**src/kspf_pkg.sv**
```systemverilog
package kspf_pkg;

	// Bitmap memory word geometry.
	localparam int WORD_BITS = 64;
	localparam int WORD_LSB  = 6;

	// Fixed field widths.
	localparam int MAP_INDEX_W = 20;
	localparam int MAP_SIZE_W  = 21;
	localparam int KMER_W      = 64;
	localparam int POS_W       = 32;
	localparam int FLAG_W      = 8;
	localparam int CFG_INDEX_W = 2;
	localparam int CFG_DATA_W  = 32;

	// The window starts this many positions later than a full read length back.
	localparam int READ_OVERLAP = 32;

	// Item kinds.
	localparam logic KIND_LOAD   = 1'b0;
	localparam logic KIND_FILTER = 1'b1;

	// Configuration register indexes.
	localparam logic [CFG_INDEX_W-1:0] CFG_MAP_SIZE   = 2'd0;
	localparam logic [CFG_INDEX_W-1:0] CFG_AMBIG_POS  = 2'd1;
	localparam logic [CFG_INDEX_W-1:0] CFG_AMBIG_FLAG = 2'd2;

	// Inclusive bit window of one record, both ends inside the map.
	typedef struct packed {
		logic [MAP_INDEX_W-1:0] lo;
		logic [MAP_INDEX_W-1:0] hi;
	} window_t;

endpackage

```
**src/kspf_word_check.sv**
```systemverilog
// Masks one bitmap word to the part that lies inside the window and
// reports whether any SNP bit is left.
module kspf_word_check #(
	parameter int ADDR_W = 14
) (
	input  logic [ADDR_W-1:0]              addr,
	input  logic [kspf_pkg::WORD_BITS-1:0] word,
	input  kspf_pkg::window_t              win,
	output logic                           hit
);

	localparam logic [kspf_pkg::WORD_LSB-1:0] LAST_BIT =
		kspf_pkg::WORD_LSB'(kspf_pkg::WORD_BITS - 1);

	logic [ADDR_W-1:0]              lo_word;
	logic [ADDR_W-1:0]              hi_word;
	logic [kspf_pkg::WORD_LSB-1:0]  first_bit;
	logic [kspf_pkg::WORD_LSB-1:0]  last_bit;
	logic [kspf_pkg::WORD_BITS-1:0] mask;

	always_comb begin
		lo_word   = win.lo[ADDR_W+kspf_pkg::WORD_LSB-1:kspf_pkg::WORD_LSB];
		hi_word   = win.hi[ADDR_W+kspf_pkg::WORD_LSB-1:kspf_pkg::WORD_LSB];
		first_bit = (addr == lo_word) ? win.lo[kspf_pkg::WORD_LSB-1:0] : '0;
		last_bit  = (addr == hi_word) ? win.hi[kspf_pkg::WORD_LSB-1:0] : LAST_BIT;
		mask      = ({kspf_pkg::WORD_BITS{1'b1}} << first_bit) &
			({kspf_pkg::WORD_BITS{1'b1}} >> (LAST_BIT - last_bit));
		hit       = |(word & mask);
	end

endmodule

```
**config.mk**
```make
export PLATFORM = sky130hd
export DESIGN_NAME = kspf_word_check
export DESIGN_NICKNAME = d
export VERILOG_FILES = /design/src/kspf_pkg.sv /design/src/kspf_word_check.sv
export SDC_FILE = /design/constraint.sdc
export NUM_CORES = 1
export LEC_CHECK = 0
export BUFFER_PORTS_ARGS = -buffer_cell sky130_fd_sc_hd__clkbuf_2
export CAP_MARGIN = 20
export CELL_PAD_IN_SITES_DETAIL_PLACEMENT = 0
export CELL_PAD_IN_SITES_GLOBAL_PLACEMENT = 2
export CORE_MARGIN = 1.5
export CORE_UTILIZATION = 22
export DETAILED_ROUTE_END_ITERATION = 7
export GPL_ROUTABILITY_DRIVEN = 0
export PLACE_DENSITY = 0.94
export SYNTH_ARGS = -nofsm -noshare
export SYNTH_HDL_FRONTEND = slang
export SYNTH_SLANG_ARGS = --single-unit
export TNS_END_PERCENT = 20
```
**constraint.sdc**
```tcl
create_clock -name vclk -period 2.97
set_input_delay 0.1485 -clock vclk [all_inputs]
set_output_delay 0.1485 -clock vclk [all_outputs]
set_load 0.05 [all_outputs]
```
* Word-level counts from Yosys, hierarchy flattened
Cells that the tools add are included.
** Word-level totals
- Bits in registers :: 0
- Bits in latches :: 0
- Bits in writable memories :: 0
- Memory bits (read-only) :: 0
- Input bits :: 118
- Output and inout bits :: 1
- Logic and storage cells :: 10
- Memories :: 0
** Operators by class
- Add/sub/neg operators :: 1
- $mul :: 0
- Divide/modulo/power cells :: 0
- $lt $le $gt $ge :: 0
- Equality and inequality tests :: 2
- Shift-type cells :: 2
- Mux-type cells :: 2
- Bitwise logic cells :: 2
- Reduce and logical (&&, ||, !) cells :: 1
** Operators with widths (count)
- 64-bit bitwise AND :: 2
- 64-bit OR reduction :: 1
- 64-bit by 6-bit << shifter with 64-bit output (first input constant) :: 1
- 64-bit by 6-bit >> shifter with 64-bit output (first input constant) :: 1
- 14-bit == test :: 2
- 6-bit 2-to-1 mux :: 2
- 6-bit subtractor (first input constant) :: 1

* Logic depth before layout (Yosys ltp)
- Depth after elaboration :: 7
- Mapped depth :: 11

* Least setup slack after synthesis
OpenSTA, ideal clock, no wires.
- Path kind :: in2out
- Start :: input win[39] in the netlist's numbering
- End :: output hit
- Arrival :: 2594 ps
- Required time :: 2822 ps
- Setup slack :: 227 ps
- Cell stages on the path :: 8
- Path through :: xor2_1 > nor4_4 > nand4_4 > o21a_1 > a211oi_1 > a41oi_1 > or4_1 > or4_1
** Between the ends
- Cells in the longest elaborated chain, start to end :: 6
** Ends and longest elaborated chain
- start: declaration :: RTL line kspf_word_check.sv:8 : input kspf_pkg::window_t win,
- 14-bit == test :: RTL line kspf_word_check.sv:24 : first_bit = (addr == lo_word) ? win.lo[kspf_pkg::WORD_LSB-1:0] : '0;
- 6-bit 2-to-1 mux :: RTL line kspf_word_check.sv:24
- 64-bit by 6-bit << shifter with 64-bit output :: RTL line kspf_word_check.sv:26 : mask = ({kspf_pkg::WORD_BITS{1'b1}} << first_bit) &
- 64-bit bitwise AND :: RTL line kspf_word_check.sv:26
- 64-bit bitwise AND :: RTL line kspf_word_check.sv:28 : hit = |(word & mask);
- 64-bit OR reduction :: RTL line kspf_word_check.sv:28
- end: declaration :: RTL line kspf_word_check.sv:9 : output logic hit
Every way passes these cells.

* Worst setup path in the final report
- Start :: input addr[4]
- End :: output hit
** Between the ends
- Cells in the longest elaborated chain, start to end :: 7
** Ends and longest elaborated chain
- start: declaration :: RTL line kspf_word_check.sv:6 : input logic [ADDR_W-1:0] addr,
- 14-bit == test :: RTL line kspf_word_check.sv:25 : last_bit = (addr == hi_word) ? win.hi[kspf_pkg::WORD_LSB-1:0] : LAST_BIT;
- 6-bit 2-to-1 mux :: RTL line kspf_word_check.sv:25
- 6-bit subtractor :: RTL line kspf_word_check.sv:27 : ({kspf_pkg::WORD_BITS{1'b1}} >> (LAST_BIT - last_bit));
- 64-bit by 6-bit >> shifter with 64-bit output :: RTL line kspf_word_check.sv:27
- 64-bit bitwise AND (*) :: RTL line kspf_word_check.sv:26
- 64-bit bitwise AND (*) :: RTL line kspf_word_check.sv:28
- 64-bit OR reduction (*) :: RTL line kspf_word_check.sv:28
Mark *: on every way between the ends. The rest lies on a longest branch, timed or not.

==> results.yml <==
critical_path:
  max_stage_delay_ns: 0.57
  crit_required_ns: 2.82
  path_cells: "clkbuf_2, xor2_1, nor4_1, and4_1, buf_6, buf_6, nand2_4, a211oi_2, a41oi_1, or4_1, or4_4, clkbuf_16"
  critPathMaxFanout: 7
  start_kind: "input pin"
  end_kind: "output pin"
  path_common_cell: "buf_6"
  arrival_ns: 2.93
  critPathKind: "input pin to output pin"
  critical_path.top_delay_family: "simple AND/OR/NAND/NOR gates"
  crit_buf_inv: 4
  slowest_stage: "or4_4"
final_layout:
  regArea_um2: 0
  final_layout_size_suffix_gt1_share_pct: 42.4
  seq_cell_count: 0
  syn_to_final_growth_pct: 68.2
  finalInstanceArea_um2: 3580
  diodes: 0
  final_nets: 648
  mostFrequentLayoutCells: "clkbuf_2, buf_4, nand2_1, o21ai_0"
  final_common_cell: "clkbuf_2"
  clockBufferCount: 0
  fin_util_pct: 38.4
power_and_ir_drop:
  power_density_nw_per_um2: 111
  p_int_w: 0.000177
  swShare_pct: 55.7
  leakagePower_nw: 1.60
  combPwrFrac_pct: 100.0
  switching_power_w: 0.000222
  pwr-share-clk_pct: 0
  seq_power_share_pct: 0
  ir_worst_vdd_mv: 0.0590
  finalPower_w: 0.000398
status:
  outcome: "finished with violations"
  violations: "setup timing"
sta:
  setup_viol: 1
  slew_headroom_pct: 63.3
  min_period_over_period_pct: 104
  layout_min_cycle_time_ns: 3.07
  tns_ns: -0.105
  hold_slack_ns: 0.982
  fin_ws_ns: -0.105
  rsz0062_at_grt: "yes"
  fmax_mhz: 325
  hold_viol_final: 0
  worst_pin_slew_ns: 0.545
  drv_slew: 0
drt:
  routed_wl_mm: 12.1
  vias: 3681
  drc: 0
  drtIter0Drc: 429
  wire_per_inst_um: 18.4
  routed_via_density: 5.60
  ant_nets: 0
  drt_pass1_iterations: 8
logic_synthesis:
  synth.largest_area_cell: "xor2_1"
  yosys.area.top_type_share_pct: 10.7
  ys_types: 50
  postSynthAreaPerCell_um2: 5.96
  syn_inst: 357
  synth_area_leaders: "xor2_1, o21ai_0, nand2_1"
  ys_warn_count: 0
  syn-num-nets: 475
  syn_area_um2: 2130
  ys_seq_area_share_pct: 0
grt:
  gr-total-overflow: 0
  grt_pass1_wl_mm: 18.1
  grt_max_degree: 22
  grtUsageTotal_pct: 22.5
  grt_pass1_vias: 3572
  antenna_found_initial: 0
hold_path:
  hp-class: "input pin to output pin"
  holdPathEnd: "hit"
  hold_path_startpoint: "word[18]"
  min_path_cells: 6
die:
  rows: 35
  initial_core_util_pct: 22.8
  die_x_um: 101
  pin_count: 119
  coreArea_um2: 9330
  dieArea_um2: 10300
  die_h_um: 101
job:
  drv_cap: 0
placement:
  port_buffers: 119
  dpl_cell_area_um2: 3280
  dp_hpwl_mm: 9.80
## worst max-delay path by stage
stage / startpoint / to / slack, ns / cells past startpoint
final: addr[4] / hit / -0.10 / 12
after global routing: win[18] / hit / -0.16 / 13
after CTS: win[11] / hit / -0.06 / 14
after detailed placement: win[39] / hit / -0.26 / 12
after global placement: addr[6] / hit / -0.29 / 13
after floorplan: win[39] / hit / 0.23 / 8
## cell usage after synthesis (all sizes together), types with 5 or more instances
master and number:
o211ai 10, and2 7, nor2 29, or3 5
o21a 10, buf 6, inv 7, o221ai 10
nor4 9, a21oi 30, clkbuf 20, nor3 9
nand4 10, nand2b 5, o21ai 44, nand2 50
xor2 26, a21boi 10, nand3 15
## power groups by stage
stage / logic [W] / clock network [W] / registers (W)
2_1_floorplan: 0.000177 / 0 / 0
3_3_place_gp: 0.000366 / 0 / 0
3_5_place_dp: 0.000367 / 0 / 0
4_1_cts: 0.000382 / 0 / 0
5_1_grt: 0.000424 / 0 / 0
6_report: 0.000398 / 0 / 0
## logic make-up after synthesis
logic type             count (synthesis)  synth area share (%)
AO/OA/AOI/OAI                        143                  43.4
XOR/XNOR                              28                  11.5
AND/OR/NAND/NOR                      153                  38.0
buffers and inverters                 33                  7.06
## layer usage
metal	track usage [%]	part of all wire, %	up-vias
li1	-	-	1689
met2	38.9	45	285
met5	0	0	-
met1	28.0	39	1646
met4	8.23	5.1	0
met3	3.86	11	61
## metrics by stage
step,std cells,setup WS (ns)
after CTS,655,-0.0589
after floorplan,357,0.227
after global placement,645,-0.290
after global routing,657,-0.163
after detailed placement,645,-0.256
final,657,-0.105
## final cells by class
| type | count | area (um^2) |
|---|---|---|
| timing repair buffer | 196 | 1290 |
| tap | 129 | 161 |
| multi-input combinational | 325 | 2100 |
| fill | 1041 | 5750 |
| inverter | 7 | 26.3 |
## repair_timing
item	CTS	global route
gates resized for setup	28	19
cloned	2	0
hold buffers	0	0
pin swaps	22	14
setup buffers	8	2
endpoints found under the setup margin	1	1
No activity file was read; power rests on OpenSTA's default activity.
